$ cat config.mk
export PLATFORM = sky130hd
export DESIGN_NAME = bdq_ctrl
export DESIGN_NICKNAME = d
export VERILOG_FILES = /design/src/sv/bdq_pkg.sv /design/src/sv/bdq_ctrl.sv
export SDC_FILE = /design/constraint.sdc
export NUM_CORES = 1
export LEC_CHECK = 0
export BUFFER_PORTS_ARGS = -buffer_cell sky130_fd_sc_hd__buf_2
export CAP_MARGIN = 15
export CORE_MARGIN = 2
export CORE_UTILIZATION = 40
export DETAILED_ROUTE_END_ITERATION = 8
export GPL_TIMING_DRIVEN = 0
export HOLD_SLACK_MARGIN = 0.12
export PLACE_DENSITY = 0.67
export SLEW_MARGIN = 40
export SYNTH_ARGS = -nofsm -noshare
export SYNTH_HDL_FRONTEND = slang
export SYNTH_SLANG_ARGS = --single-unit
export TNS_END_PERCENT = 10
$ cat constraint.sdc
create_clock -name clk_i -period 3.7 [get_ports clk_i]
set_input_delay 0.555 -clock clk_i [delete_from_list [all_inputs] [get_ports clk_i]]
set_output_delay 0.555 -clock clk_i [all_outputs]
set_load 0.05 [all_outputs]
$ cat src/sv/bdq_pkg.sv
// ----------------------------------------------------------------------------
// bdq_pkg: shared types and constants of the bounded deque
// Operation and status codes, record layout and the cell control group.
// ----------------------------------------------------------------------------
package bdq_pkg;

  localparam int unsigned CNT_W  = 7;   // count and capacity width
  localparam int unsigned IDX_W  = 6;   // read index width
  localparam int unsigned CNT_MAX = 127; // largest count the count field holds

  localparam logic [CNT_W-1:0] CAP_RESET = 7'd64;

  typedef enum logic [2:0] {
    OP_ADD_FIRST  = 3'd0,
    OP_ADD_LAST   = 3'd1,
    OP_REM_FIRST  = 3'd2,
    OP_REM_LAST   = 3'd3,
    OP_CLEAR      = 3'd4,
    OP_READ_AT    = 3'd5,
    OP_READ_FIRST = 3'd6,
    OP_READ_LAST  = 3'd7
  } op_e;

  typedef enum logic [1:0] {
    ST_OK    = 2'd0,
    ST_FULL  = 2'd1,
    ST_EMPTY = 2'd2,
    ST_RANGE = 2'd3
  } status_e;

  typedef enum logic {
    FSM_IDLE = 1'b0,
    FSM_SCAN = 1'b1
  } fsm_e;

  // Last field in the lowest bits
  typedef struct packed {
    logic [7:0] mover_piece;
    logic [7:0] prior_piece;
    logic [2:0] from_col;
    logic [2:0] from_row;
    logic [2:0] cur_col;
    logic [2:0] cur_row;
  } rec_t;

  typedef struct packed {
    logic push_front; // every cell takes its left neighbour
    logic pop_front;  // every cell takes its right neighbour
    logic push_back;  // the cell at the count position takes the new record
    logic rd_load;    // read line copies the records
    logic rd_shift;   // read line moves one place towards the front
  } cell_ctl_t;

  typedef struct packed {
    logic       is_empty;
    logic       is_full;
    logic [CNT_W-1:0] count;
    rec_t       rec;
    status_e    status;
  } res_t;

endpackage

$ cat src/sv/bdq_ctrl.sv
// ----------------------------------------------------------------------------
// bdq_ctrl: deque sequencer
// Count, capacity, op decode, read-line walk and the result register.
// ----------------------------------------------------------------------------
module bdq_ctrl #(
  parameter int unsigned DEPTH = 64
) (
  input  logic                       clk_i,
  input  logic                       rst_ni,
  input  logic                       cfg_we_i,
  input  logic [bdq_pkg::CNT_W-1:0]  cfg_wdata_i,
  input  logic                       in_valid_i,
  output logic                       in_ready_o,
  input  bdq_pkg::op_e               op_i,
  input  logic [bdq_pkg::IDX_W-1:0]  index_i,
  input  bdq_pkg::rec_t              rd_head_i,
  output bdq_pkg::cell_ctl_t         ctl_o,
  output logic [bdq_pkg::CNT_W-1:0]  count_o,
  output logic                       out_valid_o,
  input  logic                       out_ready_i,
  output bdq_pkg::res_t              res_o
);
  import bdq_pkg::*;

  localparam int unsigned CAP_MAX = (DEPTH < CNT_MAX) ? DEPTH : CNT_MAX;

  fsm_e             state_q, state_d;
  logic [CNT_W-1:0] cnt_q, cnt_d;
  logic [CNT_W-1:0] cap_q;
  logic [CNT_W-1:0] cap_eff;
  logic [CNT_W-1:0] steps_q, steps_d;
  logic             out_v_q, out_v_d;
  res_t             res_q, res_d;

  logic             accept, out_free, is_empty, is_full;
  logic             rd_start, res_ld;
  logic [CNT_W-1:0] rd_steps;
  status_e          op_status;
  cell_ctl_t        ctl;

  always_comb begin
    if (cap_q == '0) begin
      cap_eff = CNT_W'(1);
    end else if (cap_q > CNT_W'(CAP_MAX)) begin
      cap_eff = CNT_W'(CAP_MAX);
    end else begin
      cap_eff = cap_q;
    end
  end

  assign out_free = !out_v_q || out_ready_i;
  assign is_empty = (cnt_q == '0);
  assign is_full  = (cnt_q >= cap_eff);
  assign accept   = in_valid_i && in_ready_o;

  // op decode, effective only on a transfer
  always_comb begin
    op_status = ST_OK;
    rd_start  = 1'b0;
    rd_steps  = '0;
    cnt_d     = cnt_q;
    ctl       = '0;
    if (accept) begin
      unique case (op_i)
        OP_ADD_FIRST: begin
          if (is_full) begin
            op_status = ST_FULL;
          end else begin
            ctl.push_front = 1'b1;
            cnt_d = cnt_q + CNT_W'(1);
          end
        end
        OP_ADD_LAST: begin
          if (is_full) begin
            op_status = ST_FULL;
          end else begin
            ctl.push_back = 1'b1;
            cnt_d = cnt_q + CNT_W'(1);
          end
        end
        OP_REM_FIRST: begin
          if (is_empty) begin
            op_status = ST_EMPTY;
          end else begin
            ctl.pop_front = 1'b1;
            cnt_d = cnt_q - CNT_W'(1);
          end
        end
        OP_REM_LAST: begin
          if (is_empty) begin
            op_status = ST_EMPTY;
          end else begin
            cnt_d = cnt_q - CNT_W'(1);
          end
        end
        OP_CLEAR: begin
          cnt_d = '0;
        end
        OP_READ_AT: begin
          if ({1'b0, index_i} >= cnt_q) begin
            op_status = ST_RANGE;
          end else begin
            rd_start = 1'b1;
            rd_steps = {1'b0, index_i};
          end
        end
        OP_READ_FIRST: begin
          if (is_empty) begin
            op_status = ST_EMPTY;
          end else begin
            rd_start = 1'b1;
          end
        end
        OP_READ_LAST: begin
          if (is_empty) begin
            op_status = ST_EMPTY;
          end else begin
            rd_start = 1'b1;
            rd_steps = cnt_q - CNT_W'(1);
          end
        end
        default: op_status = ST_OK;
      endcase
    end
    ctl.rd_load  = rd_start;
    ctl.rd_shift = (state_q == FSM_SCAN) && (steps_q != '0);
  end

  // next state
  always_comb begin
    state_d = state_q;
    steps_d = steps_q;
    unique case (state_q)
      FSM_IDLE: begin
        if (rd_start) begin
          state_d = FSM_SCAN;
          steps_d = rd_steps;
        end
      end
      FSM_SCAN: begin
        if (steps_q != '0) begin
          steps_d = steps_q - CNT_W'(1);
        end else if (out_free) begin
          state_d = FSM_IDLE;
        end
      end
      default: state_d = FSM_IDLE;
    endcase
  end

  // outputs and result register load
  always_comb begin
    in_ready_o = 1'b0;
    res_ld     = 1'b0;
    res_d      = res_q;
    unique case (state_q)
      FSM_IDLE: begin
        in_ready_o = out_free;
        if (accept && !rd_start) begin
          res_ld         = 1'b1;
          res_d.status   = op_status;
          res_d.rec      = '0;
          res_d.count    = cnt_d;
          res_d.is_full  = (cnt_d >= cap_eff);
          res_d.is_empty = (cnt_d == '0);
        end
      end
      FSM_SCAN: begin
        if ((steps_q == '0) && out_free) begin
          res_ld         = 1'b1;
          res_d.status   = ST_OK;
          res_d.rec      = rd_head_i;
          res_d.count    = cnt_q;
          res_d.is_full  = is_full;
          res_d.is_empty = is_empty;
        end
      end
      default: in_ready_o = 1'b0;
    endcase
  end

  always_comb begin
    out_v_d = out_v_q;
    if (res_ld) begin
      out_v_d = 1'b1;
    end else if (out_ready_i) begin
      out_v_d = 1'b0;
    end
  end

  always_ff @(posedge clk_i or negedge rst_ni) begin
    if (!rst_ni) begin
      state_q <= FSM_IDLE;
      steps_q <= '0;
      cnt_q   <= '0;
      cap_q   <= CAP_RESET;
      out_v_q <= 1'b0;
    end else begin
      state_q <= state_d;
      steps_q <= steps_d;
      cnt_q   <= cnt_d;
      out_v_q <= out_v_d;
      if (cfg_we_i) begin
        cap_q <= cfg_wdata_i;
      end
    end
  end

  always_ff @(posedge clk_i) begin
    if (res_ld) begin
      res_q <= res_d;
    end
  end

  assign ctl_o       = ctl;
  assign count_o     = cnt_q;
  assign out_valid_o = out_v_q;
  assign res_o       = res_q;

endmodule

==> results.json <==
{
  "port_buffers": 100,
  "async_flop_share": 0.371,
  "avgSynthCellArea_um2": 10.7,
  "path_class": "flop to flop",
  "ios": 102,
  "clock-sinks": 62,
  "finalHoldViolations": 0,
  "reg2reg_depth": 17,
  "gp_congestion": 0.916,
  "violations": "setup timing",
  "grt_pass1_wl_um": 15200,
  "ant_nets": 0,
  "drv_slew": 0,
  "cts_tree": "yes",
  "synth_top_flop_cell": "edfxtp_1",
  "finish.utilization": 0.532,
  "antenna_found_initial": 0,
  "overflow": 0,
  "rsz0062_at_grt": "yes",
  "post_route_cells_drive_above_1_share": 0.354,
  "syn_inst": 341,
  "clockBufferDepth": 2,
  "viasPerCell": 5.41,
  "totalWireLength_um": 9310,
  "r2r_start": "cap_q[3]$_DFFE_PN0P_",
  "crit_path_max_fanout": 2,
  "r2r_slack_ns": -0.07,
  "insertedDiodeCount": 0,
  "row_count": 34,
  "synth_nets": 415,
  "drc": 0,
  "yosysTopAreaCell": "edfxtp_1",
  "core_area_um2": 8760,
  "die_height_um": 99.5,
  "htree_levels": 3,
  "yosysTopAreaCellShare": 0.321,
  "ys_seq_area_frac": 0.479,
  "setup_viol": 1,
  "period_minus_slack_ns": 3.77,
  "min_path_type": "input port to asynchronous set/reset pin",
  "p_leak_nw": 2.07,
  "drt_iter0_markers": 182,
  "clock_latency_ns": 0.34,
  "maxCapViolCount": 0,
  "die_x_um": 99.5,
  "synth.ff_latch_count": 62,
  "start_util": 0.416,
  "cp.required_ns": 3.78,
  "reg2reg_to": "res_o[37]$_DFFE_PP_",
  "cts_root_buf": "clkbuf_8",
  "max_freq_mhz": 265,
  "outcome": "complete, but fails checks",
  "yosysWarnings": 0,
  "routedWlPerCell_um": 16.1,
  "finalPower_w": 0.00439,
  "timing.slew.headroom": 0.491,
  "hold_buffers": 0,
  "fin_nets": 538,
  "ys_top_cells_by_area": "edfxtp_1 (32%), dfrtp_1 (15%), ha_1 (8.6%), and2_1 (5.3%), nand2_1 (2.7%)",
  "dpl_worst_slack_ns": -0.425,
  "period_share": 1.02,
  "post_dp_cell_area_um2": 4330,
  "vias": 3122,
  "irDropWorstVdd_mv": 0.426,
  "cts_made_buffers": 9,
  "p_per_area_nw_per_um2": 941,
  "final.setup_skew_ns": 0.0116,
  "worst_slack_ns": -0.0682,
  "place_inst": 551,
  "crit_arrival_ns": 3.85,
  "hpwl_um": 7040,
  "path_clk_slew_ns": 0.08,
  "grt_max_degree": 24,
  "dr.pass1.iters": 4,
  "cp-end-kind": "flop",
  "grtUsageTotal": 0.192,
  "cp-start-kind": "flop",
  "dieArea_um2": 9900,
  "tightest_slew_ns": 0.754,
  "nFillCells": 801,
  "syn2layout_area_growth_pct": 27.9,
  "synth_area_um2": 3650,
  "grt_pass1_vias": 3189,
  "final_cells": 577,
  "synth-edff-count": 39,
  "finalInstanceArea_um2": 4670,
  "synth.distinct_cells": 63
}
flip-flops by register name, summed over array words and instances, names as in the netlist:
register	cells
res_o	39
cap_q	7
count_o	7
steps_q	7
out_valid_o	1
state_q	1
cells in the mapped netlist (all sizes together), types with 2 or more instances:
library cell and count:
nor3 13, o21ai 14, nand2 26, o221ai 2
ha 25, or3 3, o311ai 3, inv 17
a2bb2oi 3, buf 4, a211oi 4, nand3 8
dfrtp 22, nand3b 3, or4 2, a311o 4
o22ai 5, nand2b 7, mux2i 5, nand4 2
nor2b 3, nor2 26, and3 6, a211o 3
o211ai 2, nor4 2, clkbuf 10, and2 31
and4 2, a31oi 3, edfxtp 39, xnor2 4
a21o 5, mux2 7, a21oi 11, a311oi 3
metrics by stage:
stage	hold WS, ns	TNS [ns]
6_report	0.203	-0.0682
3_3_place_gp	0.495	-29.09
2_1_floorplan	0.259	0
3_5_place_dp	0.526	-0.425
5_1_grt	0.227	-0.285
4_1_cts	0.216	-0.114
metal layers:
layer | track usage | routed length, um | vias to the layer above
li1 | - | - | 1507
met1 | 0.253 | 4220 | 1468
met2 | 0.310 | 4120 | 128
met3 | 0.0506 | 760 | 19
met4 | 0.0622 | 208 | 0
met5 | 0 | 0 | -
worst max path at each step:
| stage | start | endpoint | slack, ns | cells after the start |
|---|---|---|---|---|
| 2_1_floorplan | count_o[0]$_DFF_PN0_ | res_o[37]$_DFFE_PP_ | 0.03 | 15 |
| 3_3_place_gp | steps_q[0]$_DFFE_PN0P_ | res_o[13]$_SDFFCE_PN0P_ | -0.74 | 7 |
| 3_5_place_dp | cap_q[2]$_DFFE_PN0P_ | res_o[37]$_DFFE_PP_ | -0.43 | 17 |
| 4_1_cts | cap_q[2]$_DFFE_PN0P_ | res_o[37]$_DFFE_PP_ | -0.11 | 17 |
| 5_1_grt | cap_q[3]$_DFFE_PN0P_ | res_o[37]$_DFFE_PP_ | -0.28 | 17 |
| 6_report | cap_q[3]$_DFFE_PN0P_ | res_o[37]$_DFFE_PP_ | -0.07 | 17 |
cell families (layout without fill, tap and decap cells):
group | after synthesis | count (layout) | share of synthesized area
buffers and inverters | 32 | 160 | 0.0388
xor gates and xnor gates | 4 | 4 | 0.00960
and+or+nand+nor | 136 | 136 | 0.207
AOI/OAI and AO/OA | 70 | 70 | 0.145
DFF | 62 | 62 | 0.479
adders and majority gates | 25 | 25 | 0.0858
muxes | 12 | 12 | 0.0353
worst max-delay path: stages, from the launching register on:
cell and delay (ns):
dfrtp_1 0.39, nor3_2 0.17, a21oi_1 0.08, nor2_1 0.15, ha_1 0.25, nand2b_4 0.13, a211o_1 0.30, a211oi_4 0.27
mux2_4 0.34, a221oi_4 0.25, ha_1 0.27, nand2b_4 0.13, a21o_1 0.15, a21o_1 0.16, a21oi_2 0.13, nor2b_1 0.06
o21ai_1 0.16, a21oi_2 0.10
where the power goes:
group          leakage, nW  switching, W  internal (W)
sequential           0.656      0.000153       0.00106
combinational         1.31       0.00172      0.000800
clock                0.106      0.000282      0.000378
total                 2.07       0.00216       0.00223
placed cells by master (no fill, tap or decap), types with 3 or more instances in the layout:
cell type and n:
nor3_1 11, clkbuf_8 9, or3_1 3, clkbuf_1 11
nand3_1 7, nor2_1 24, a21o_1 5, o22ai_1 4
a21oi_1 9, a2bb2oi_1 3, mux2_2 6, o21ai_0 9
nand2b_1 5, a311o_1 4, o21ai_1 5, nand2_1 26
a211o_1 3, buf_4 11, inv_1 13, and3_1 4
edfxtp_1 39, clkinv_2 3, mux2i_1 5, dfrtp_1 20
a311oi_1 3, nor2b_1 3, buf_2 101, nand3b_1 3
and2_1 31, ha_1 25, inv_2 4, xnor2_1 4
final cells by class:
type / count / area (um2) / share of cell area
Clock inverter: 6 / 86.3 / 0.0185
Sequential cell: 62 / 1750 / 0.375
Buffer: 13 / 61.3 / 0.0131
Tap cell: 108 / 135 / 0.0290
Inverter: 18 / 68.8 / 0.0147
Multi-Input combinational cell: 247 / 1820 / 0.390
Clock buffer: 10 / 128 / 0.0274
Timing Repair Buffer: 113 / 617 / 0.132
timing repair:
item | CTS | global route
gates resized for setup | 6 | 4
buffers inserted | 10 | 1
setup endpoints to repair | 1 | 2
pin swaps | 14 | 4
No activity file was read; power rests on OpenSTA's default activity.
