<file path="src/sv/bdq_pkg.sv">
// ----------------------------------------------------------------------------
// bdq_pkg: shared types and constants of the bounded deque
// Operation and status codes, record layout and the cell control group.
// ----------------------------------------------------------------------------
package bdq_pkg;

  localparam int unsigned CNT_W  = 7;   // count and capacity width
  localparam int unsigned IDX_W  = 6;   // read index width
  localparam int unsigned CNT_MAX = 127; // largest count the count field holds

  localparam logic [CNT_W-1:0] CAP_RESET = 7'd64;

  typedef enum logic [2:0] {
    OP_ADD_FIRST  = 3'd0,
    OP_ADD_LAST   = 3'd1,
    OP_REM_FIRST  = 3'd2,
    OP_REM_LAST   = 3'd3,
    OP_CLEAR      = 3'd4,
    OP_READ_AT    = 3'd5,
    OP_READ_FIRST = 3'd6,
    OP_READ_LAST  = 3'd7
  } op_e;

  typedef enum logic [1:0] {
    ST_OK    = 2'd0,
    ST_FULL  = 2'd1,
    ST_EMPTY = 2'd2,
    ST_RANGE = 2'd3
  } status_e;

  typedef enum logic {
    FSM_IDLE = 1'b0,
    FSM_SCAN = 1'b1
  } fsm_e;

  // Last field in the lowest bits
  typedef struct packed {
    logic [7:0] mover_piece;
    logic [7:0] prior_piece;
    logic [2:0] from_col;
    logic [2:0] from_row;
    logic [2:0] cur_col;
    logic [2:0] cur_row;
  } rec_t;

  typedef struct packed {
    logic push_front; // every cell takes its left neighbour
    logic pop_front;  // every cell takes its right neighbour
    logic push_back;  // the cell at the count position takes the new record
    logic rd_load;    // read line copies the records
    logic rd_shift;   // read line moves one place towards the front
  } cell_ctl_t;

  typedef struct packed {
    logic       is_empty;
    logic       is_full;
    logic [CNT_W-1:0] count;
    rec_t       rec;
    status_e    status;
  } res_t;

endpackage

</file>
<file path="src/sv/bdq_cell.sv">
// ----------------------------------------------------------------------------
// bdq_cell: one slot of the deque chain
// Holds a record and a read-line stage, fed by neighbours, new or own record.
// ----------------------------------------------------------------------------
module bdq_cell (
  input  logic              clk_i,
  input  bdq_pkg::cell_ctl_t ctl_i,
  input  logic              wr_here_i,
  input  bdq_pkg::rec_t     new_rec_i,
  input  bdq_pkg::rec_t     left_rec_i,
  input  bdq_pkg::rec_t     right_rec_i,
  input  bdq_pkg::rec_t     right_rd_i,
  output bdq_pkg::rec_t     rec_o,
  output bdq_pkg::rec_t     rd_o
);
  import bdq_pkg::*;

  rec_t rec_q, rec_d;
  rec_t rd_q, rd_d;

  always_comb begin
    rec_d = rec_q;
    if (ctl_i.push_front) begin
      rec_d = left_rec_i;
    end else if (ctl_i.pop_front) begin
      rec_d = right_rec_i;
    end else if (ctl_i.push_back && wr_here_i) begin
      rec_d = new_rec_i;
    end
  end

  always_comb begin
    rd_d = rd_q;
    if (ctl_i.rd_load) begin
      rd_d = rec_q;
    end else if (ctl_i.rd_shift) begin
      rd_d = right_rd_i;
    end
  end

  always_ff @(posedge clk_i) begin
    rec_q <= rec_d;
    rd_q  <= rd_d;
  end

  assign rec_o = rec_q;
  assign rd_o  = rd_q;

endmodule

</file>
<file path="config.mk">
export PLATFORM = sky130hd
export DESIGN_NAME = bdq_cell
export DESIGN_NICKNAME = d
export VERILOG_FILES = /design/src/sv/bdq_pkg.sv /design/src/sv/bdq_cell.sv
export SDC_FILE = /design/constraint.sdc
export NUM_CORES = 1
export LEC_CHECK = 0
export ABC_AREA = 1
export BUFFER_PORTS_ARGS = -buffer_cell sky130_fd_sc_hd__clkbuf_2
export CAP_MARGIN = 20
export CORE_UTILIZATION = 39
export CTS_CLUSTER_DIAMETER = 40
export CTS_CLUSTER_SIZE = 25
export DETAILED_ROUTE_END_ITERATION = 8
export GPL_ROUTABILITY_DRIVEN = 1
export HOLD_SLACK_MARGIN = 0.05
export PLACE_DENSITY = 0.85
export SYNTH_ARGS = -nofsm -noshare
export SYNTH_HDL_FRONTEND = slang
export SYNTH_SLANG_ARGS = --single-unit
</file>
<file path="constraint.sdc">
create_clock -name clk_i -period 1.6 [get_ports clk_i]
set_input_delay 0.16 -clock clk_i [delete_from_list [all_inputs] [get_ports clk_i]]
set_output_delay 0.16 -clock clk_i [all_outputs]
set_load 0.05 [all_outputs]
</file>
==> results of run 1 <==
-- synth_stat cells (all sizes together) --
| cell type | n |
|---|---|
| buf | 17 |
| nand3 | 29 |
| edfxtp | 56 |
| nand2 | 197 |
| inv | 59 |
| or2 | 1 |
-- cell families (layout without fill, tap and decap cells) --
group                  Yosys count  count (layout)  share of synthesized area [%]
AND/OR/NAND/NOR                227             227                           30.5
flip-flops                      56              56                           57.6
buffers and inverters           76             247                           11.9
-- layout make-up --
cell class                 count  area share, %
clock inverter                 2          0.413
timing repair buffer         180           23.6
multi-input combinational    227           22.7
sequential                    56           42.7
inverter                      59           5.62
tap                           99           3.14
clock buffer                   6           1.84
-- flip-flops by register name, summed over array words and instances (netlist names) --
register,flops
rec_o,28
rd_o,28
-- metal layers --
| metal | vias to the layer above | global-route usage [%] | wire length (um) |
|---|---|---|---|
| met3 | 10 | 3.17 | 587 |
| met2 | 121 | 36.1 | 4070 |
| li1 | 1426 | - | - |
| met5 | - | 0 | 0 |
| met1 | 1267 | 20.1 | 2920 |
| met4 | 0 | 7.62 | 89 |
-- worst paths after layout --
kind	from	to	slack [ns]	cells past startpoint
worst min-delay path	right_rd_i[6]	rd_o[6]	0.12	3
worst max-delay path	rec_o[12]	rec_o[12]	0.43	1
worst max register to register	rec_o[12]	rd_o[12]	0.77	2
worst min register to register	rec_o[1]	rd_o[1]	0.57	2
-- report_power, final --
part	total, W	leakage, nW	internal (W)	switching (W)
Combinational	0.00123	1.69	0.000311	0.000916
Clock	0.000757	0.0414	0.000313	0.000445
Sequential	0.00191	0.582	0.00182	0.0000849
-- through the flow --
step / cell area [um2] / setup slack (ns) / cells / util (%) / hold slack [ns]
after floorplan: 2920 / 0.265 / 359 / - / 0.339
after global placement: 3850 / 0.367 / 621 / 53.1 / 0.428
after detailed placement: 3850 / 0.314 / 621 / 53.1 / 0.425
after CTS: 3940 / 0.422 / 629 / 54.3 / 0.104
after global routing: 3940 / 0.406 / 629 / 54.3 / 0.101
final: 3940 / 0.431 / 629 / 54.3 / 0.117
==> results.sh, run 1 <==
export IMPL_grt_pass1_wl_um=11000
export IMPL_antenna_cells=0
export IMPL_power_w=0.00389
export IMPL_routabilityCongestion=0.846
export IMPL_cts_resized=0
export IMPL_wirelength_um=7670
export IMPL_syn_num_nets=478
export IMPL_io_pins=175
export IMPL_crit_family="flip-flops"
export IMPL_syn_area_mm2=0.00292
export IMPL_clock_latency_ns=0.30
export IMPL_finalCriticalPeriod_ns=1.17
export IMPL_finalCritPeriodShare_pct=73.1
export IMPL_ctsHoldBuffers=0
export IMPL_final_common_cell="nand2_1"
export IMPL_setup_viol=0
export IMPL_grt_max_degree=30
export IMPL_arrival_ns=1.01
export IMPL_core_area_mm2=0.00725
export IMPL_rsz0062_at_grt="false"
export IMPL_nets=648
export IMPL_post_synth_num_cell_types=9
export IMPL_min_path_type="in -> reg"
export IMPL_grt_total_usage_pct=18.7
export IMPL_ys_seq_area_share_pct=57.6
export IMPL_peakVddDrop_mv=0.379
export IMPL_start_util_pct=40.2
export IMPL_crit_path_end_kind="output pin"
export IMPL_dr_pass1_iters=4
export IMPL_area_growth_pct=35.0
export IMPL_synth_warnings=0
export IMPL_synth_top_area_share_pct=57.6
export IMPL_slowest_delay_ns=0.45
export IMPL_dp_hpwl_um=5920
export IMPL_multi_input_area_um2=896
export IMPL_first_iter_violations=164
export IMPL_clock_sinks=56
export IMPL_finalSetupTns_ns=0
export IMPL_worstSetupPathType="reg -> out"
export IMPL_power_density_mw_per_mm2=988
export IMPL_grt_overflow_total=0
export IMPL_via_per_inst=4.49
export IMPL_p_leak_nw=2.31
export IMPL_status="finished, final reports clean"
export IMPL_syn_avg_cell_area_um2=8.13
export IMPL_drv_slew=0
export IMPL_cts_buffers=5
export IMPL_path_max_fanout=2
export IMPL_grt_pass1_vias=2548
export IMPL_dieArea_mm2=0.00783
export IMPL_layout_drive_gt1_share_pct=36.0
export IMPL_cts_tree="done"
export IMPL_cpMaxStageDelayCell="edfxtp_1"
export IMPL_start_kind="flop"
export IMPL_tightest_slew_ns=0.661
export IMPL_finClkSkew_ns=0.00468
export IMPL_crit_chain="clkbuf_2"
export IMPL_ant_nets=0
export IMPL_cap_violations=0
export IMPL_cts_setup_buffers=0
export IMPL_drcViolationCount=0
export IMPL_final_hold_violation_count=0
export IMPL_mostFrequentLayoutCells="nand2_1 (197), clkbuf_2 (174), inv_1 (57)"
export IMPL_synth_area_leader_cell="edfxtp_1"
export IMPL_clockBufferDepth=2
export IMPL_cp_num_buf_inv=1
export IMPL_path_clk_slew_ns=0.10
export IMPL_cts_root_buf="clkbuf_8"
export IMPL_synth_seq_cells=56
export IMPL_dieHeight_um=88.5
export IMPL_syn_inst=359
export IMPL_final_seq_area_mm2=0.00168
export IMPL_via_count=2824
export IMPL_fmax_ghz=0.855
export IMPL_io_buffer_count=174
export IMPL_htreeDepth=2
export IMPL_yosys_top_cells_area="edfxtp_1 (58%), nand2_1 (25%), inv_1 (7.3%)"
export IMPL_rows=31
export IMPL_slew_headroom_pct=56.0
export IMPL_required_ns=1.44
export IMPL_nFillCells=705
export IMPL_fp_dieW_um=88.5
export IMPL_antenna_found_initial=0
export IMPL_wl_per_cell_um=12.2
Power figures use the tool's default switching activity.
==> run 2, diff against run 1 <==
==> constraint.sdc (replaced) <==
create_clock -name clk_i -period 0.95 [get_ports clk_i]
set_input_delay 0.095 -clock clk_i [delete_from_list [all_inputs] [get_ports clk_i]]
set_output_delay 0.095 -clock clk_i [all_outputs]
set_load 0.05 [all_outputs]
==> results.sh, run 2 (synthesis gave the netlist of run 1 again) <==
export IMPL_multi_input_area_um2=911
export IMPL_grt_met2_usage_pct=42.9
export IMPL_p_leak_nw=2.63
export IMPL_antenna_cells=0
export IMPL_fp_dieW_um=88.5
export IMPL_clock_latency_ns=0.31
export IMPL_path_clk_slew_ns=0.11
export IMPL_rr_startpoint="rec_o[13]"
export IMPL_rrSetupSlack_ns=-0.11
export IMPL_dr_pass1_iters=5
export IMPL_grt_overflow_total=0
export IMPL_drv_slew=0
export IMPL_core_area_mm2=0.00725
export IMPL_fmax_ghz=0.943
export IMPL_path_max_fanout=2
export IMPL_antenna_found_initial=0
export IMPL_cap_violations=0
export IMPL_final_setup_worst_slack_ns=-0.110
export IMPL_dp_slack_ns=-0.0549
export IMPL_cts_tree="done"
export IMPL_violations="negative setup slack"
export IMPL_area_growth_pct=62.5
export IMPL_wl_per_cell_um=14.1
export IMPL_finalCritPeriodShare_pct=112
export IMPL_wirelength_um=9210
export IMPL_finalSetupTns_ns=-3.45
export IMPL_io_pins=175
export IMPL_io_buffer_count=174
export IMPL_power_density_mw_per_mm2=1580
export IMPL_mostFrequentLayoutCells="nand2_1 (195), clkbuf_2 (118), inv_1 (56), edfxtp_1 (56), buf_8 (34)"
export IMPL_grt_max_degree=29
export IMPL_ant_nets=0
export IMPL_crit_chain="buf_4, buf_4, nand2_1, nand2_1"
export IMPL_final_seq_area_mm2=0.00168
export IMPL_via_per_inst=4.60
export IMPL_nets=674
export IMPL_arrival_ns=1.14
export IMPL_clock_sinks=56
export IMPL_worstSetupPathType="reg -> reg"
export IMPL_dieHeight_um=88.5
export IMPL_rows=31
export IMPL_drcViolationCount=0
export IMPL_layout_drive_gt1_share_pct=38.8
export IMPL_grt_pass1_wl_um=13200
export IMPL_htreeDepth=2
export IMPL_via_count=3014
export IMPL_crit_end="rd_o[13]"
export IMPL_min_path_type="in -> reg"
export IMPL_cts_root_buf="clkbuf_8"
export IMPL_slowest_delay_ns=0.45
export IMPL_rsz0062_at_grt="true"
export IMPL_top_usage_layer="met2"
export IMPL_crit_path_end_kind="flop"
export IMPL_peakVddDrop_mv=0.712
export IMPL_slew_headroom_pct=68.2
export IMPL_grt_pass1_vias=2887
export IMPL_final_common_cell="nand2_1"
export IMPL_routabilityCongestion=0.823
export IMPL_startpoint="rec_o[13]"
export IMPL_final_hold_violation_count=0
export IMPL_dp_hpwl_um=6360
export IMPL_cts_buffers=5
export IMPL_use_met3_pct=3.17
export IMPL_clockBufferDepth=2
export IMPL_status="finished, violations left"
export IMPL_cpMaxStageDelayCell="edfxtp_1"
export IMPL_setup_viol=58
export IMPL_required_ns=1.03
export IMPL_finalCriticalPeriod_ns=1.06
export IMPL_tightest_slew_ns=0.476
export IMPL_start_kind="flop"
export IMPL_first_iter_violations=132
export IMPL_grt_use_met1_pct=25.1
export IMPL_start_util_pct=40.2
export IMPL_grt_total_usage_pct=22.6
export IMPL_rr_worst_depth=4
export IMPL_finClkSkew_ns=0.00652
export IMPL_dieArea_mm2=0.00783
export IMPL_r2r_end="rd_o[13]"
export IMPL_nFillCells=572
-- run 2: per-layer routing --
metal / share of wire [%] / vias up
li1: - / 1483
met1: 38 / 1342
met2: 52 / 155
met3: 6.1 / 34
met4: 3.9 / 0
met5: 0 / -
-- run 2: timing repair --
action                                 in CTS  in global routing
endpoints found under the hold margin       5                  0
resized for setup                         112                 36
setup buffers                               8                  7
hold buffers                                5                  0
setup endpoints to repair                  56                 56
-- run 2: how the worst min path moves through the flow --
stage / depth (start not counted) / end / start
4_1_cts: 3 / rd_o[24] / right_rd_i[24]
3_5_place_dp: 3 / rd_o[3] / right_rd_i[3]
2_1_floorplan: 2 / rd_o[26] / right_rd_i[26]
6_report: 3 / rd_o[16] / right_rd_i[16]
3_3_place_gp: 3 / rd_o[26] / right_rd_i[26]
5_1_grt: 3 / rd_o[2] / right_rd_i[2]
-- run 2: area by class of cell --
class | count | area share [%]
clock buffers | 5 | 1.45
well taps | 99 | 2.61
multi-input cells | 227 | 19.2
repair buffers | 206 | 36.0
clock inverters | 3 | 0.580
flip-flops and latches | 56 | 35.5
inverters | 59 | 4.72
-- run 2: metrics by stage --
step | cells | util (%) | hold WS [ns] | cell area, um2 | total power (W)
after floorplan | 359 | - | 0.274 | 2940 | 0.00471
after global placement | 627 | 54.4 | 0.366 | 3950 | 0.00535
after detailed placement | 627 | 54.4 | 0.369 | 3950 | 0.00540
after CTS | 648 | 64.0 | 0.0517 | 4640 | 0.00730
after global routing | 655 | 65.4 | 0.0521 | 4740 | 0.00775
final | 655 | 65.4 | 0.0592 | 4740 | 0.00748
-- run 2: where the power goes --
group,switching (W),total (W),internal (W)
sequential,0.000211,0.00329,0.00308
clock,0.000839,0.00138,0.000544
combinational,0.00165,0.00282,0.00117
total,0.00270,0.00748,0.00479
-- run 2: critical path, delay by kind of cell (launching register included) --
family | cells | cell delay (ns)
flops | 1 | 0.45
buf+inv | 2 | 0.28
simple gates | 2 | 0.11
==> run 3, diff against run 2 <==
--- a/config.mk
+++ b/config.mk
@@ -15,6 +15,7 @@
 export GPL_ROUTABILITY_DRIVEN = 1
 export HOLD_SLACK_MARGIN = 0.05
 export PLACE_DENSITY = 0.85
+export RECOVER_POWER = 50
 export SYNTH_ARGS = -nofsm -noshare
 export SYNTH_HDL_FRONTEND = slang
 export SYNTH_SLANG_ARGS = --single-unit
==> constraint.sdc (replaced) <==
create_clock -name clk_i -period 0.95 [get_ports clk_i]
set_input_delay 0.19 -clock clk_i [delete_from_list [all_inputs] [get_ports clk_i]]
set_output_delay 0.19 -clock clk_i [all_outputs]
set_load 0.05 [all_outputs]
==> results.sh, run 3 (synthesis gave the netlist of run 1 again) <==
export IMPL_routabilityCongestion=0.915
export IMPL_ant_nets=0
export IMPL_grt_overflow_total=0
export IMPL_finClkSkew_ns=0.00316
export IMPL_fp_dieW_um=88.5
export IMPL_htreeDepth=2
export IMPL_area_growth_pct=66.7
export IMPL_wl_per_cell_um=14.5
export IMPL_final_common_cell="nand2_1"
export IMPL_rsz0062_at_grt="true"
export IMPL_grt_total_usage_pct=23.1
export IMPL_rows=31
export IMPL_status="finished, violations left"
export IMPL_final_seq_area_mm2=0.00168
export IMPL_via_per_inst=4.62
export IMPL_slowest_delay_ns=0.46
export IMPL_path_max_fanout=2
export IMPL_nFillCells=548
export IMPL_antenna_found_initial=0
export IMPL_fmax_ghz=0.875
export IMPL_wirelength_um=9570
export IMPL_placed_area_mm2=0.00403
export IMPL_cp_num_buf_inv=1
export IMPL_start_util_pct=40.2
export IMPL_clockBufferDepth=2
export IMPL_slew_headroom_pct=68.0
export IMPL_final_setup_worst_slack_ns=-0.192
export IMPL_hold_worst_slack_ns=0.152
export IMPL_finalCriticalPeriod_ns=1.14
export IMPL_grt_max_degree=29
export IMPL_via_count=3052
export IMPL_cts_root_buf="clkbuf_8"
export IMPL_drcViolationCount=0
export IMPL_finalCritPeriodShare_pct=120
export IMPL_dieHeight_um=88.5
export IMPL_tightest_slew_ns=0.479
export IMPL_clock_latency_ns=0.30
export IMPL_violations="negative setup slack"
export IMPL_arrival_ns=0.95
export IMPL_design_area_mm2=0.00486
export IMPL_cpMaxStageDelayCell="edfxtp_1"
export IMPL_clock_sinks=56
export IMPL_crit_path_end_kind="output pin"
export IMPL_crit_family="flip-flops"
export IMPL_cts_buffers=5
export IMPL_first_iter_violations=204
export IMPL_setup_viol=118
export IMPL_path_clk_slew_ns=0.10
export IMPL_mostFrequentLayoutCells="nand2_1 (184), clkbuf_2 (116), inv_1 (56), edfxtp_1 (56), buf_8 (37)"
export IMPL_final_hold_violation_count=0
export IMPL_cts_tree="done"
export IMPL_multi_input_area_um2=953
export IMPL_dp_hpwl_um=6520
export IMPL_antenna_cells=0
export IMPL_required_ns=0.76
export IMPL_crit_chain="buf_8"
export IMPL_peakVddDrop_mv=0.666
export IMPL_cap_violations=0
export IMPL_io_buffer_count=174
export IMPL_min_path_type="in -> reg"
export IMPL_dieArea_mm2=0.00783
export IMPL_grt_pass1_wl_um=13500
export IMPL_p_leak_nw=2.68
export IMPL_core_area_mm2=0.00725
export IMPL_grt_pass1_vias=2921
export IMPL_power_density_mw_per_mm2=1550
export IMPL_drv_slew=0
export IMPL_worstSetupPathType="reg -> out"
export IMPL_io_pins=175
export IMPL_dr_pass1_iters=5
export IMPL_start_kind="flop"
export IMPL_nets=679
export IMPL_layout_drive_gt1_share_pct=41.4
## run 3: worst paths after layout
path,cells after the start,end,startpoint,slack [ns]
setup / recovery,1,rec_o[26],rec_o[26],-0.19
hold / removal,3,rec_o[8],left_rec_i[8],0.15
setup reg to reg,4,rd_o[10],rec_o[10],-0.10
hold reg to reg,2,rd_o[21],rec_o[21],0.60
## run 3: area by class of cell
cell class                 instances  share of cell area, %
multi-input combinational        227                   19.6
clock inverter                     2                  0.231
tap                               99                   2.55
clock buffer                       6                   1.49
inverter                          59                   4.55
timing repair buffer             211                   37.0
sequential                        56                   34.6
## run 3: per-layer routing
layer  vias to the layer above  part of all wire (%)  GRT usage (%)
li1                       1490                     -              -
met1                      1384                    36           26.0
met2                       146                    55           43.1
met3                        32                   5.2           3.17
met4                         0                   3.8           10.6
met5                         -                     0              0
## run 3: metrics by stage
stage | utilization, % | total power (W) | instances | setup TNS (ns) | setup WS [ns]
after floorplan | - | 0.00472 | 359 | -3.71 | -0.0770
after global placement | 55.5 | 0.00539 | 630 | -10.09 | -0.148
after detailed placement | 55.5 | 0.00544 | 630 | -12.53 | -0.200
after CTS | 64.8 | 0.00725 | 651 | -8.70 | -0.206
after global routing | 67.1 | 0.00780 | 660 | -16.79 | -0.223
final | 67.1 | 0.00753 | 660 | -12.11 | -0.192
## run 3: what timing repair did
item,in CTS,in global routing
hold buffers,0,0
pin swaps,0,2
resized for setup,112,61
setup buffers,13,12
setup endpoints to repair,56,61
## run 3: where the power goes
group          switching, W  total (W)  internal (W)
logic               0.00169    0.00296       0.00126
registers          0.000227    0.00330       0.00308
clock network      0.000754    0.00127      0.000514
total               0.00267    0.00753       0.00485
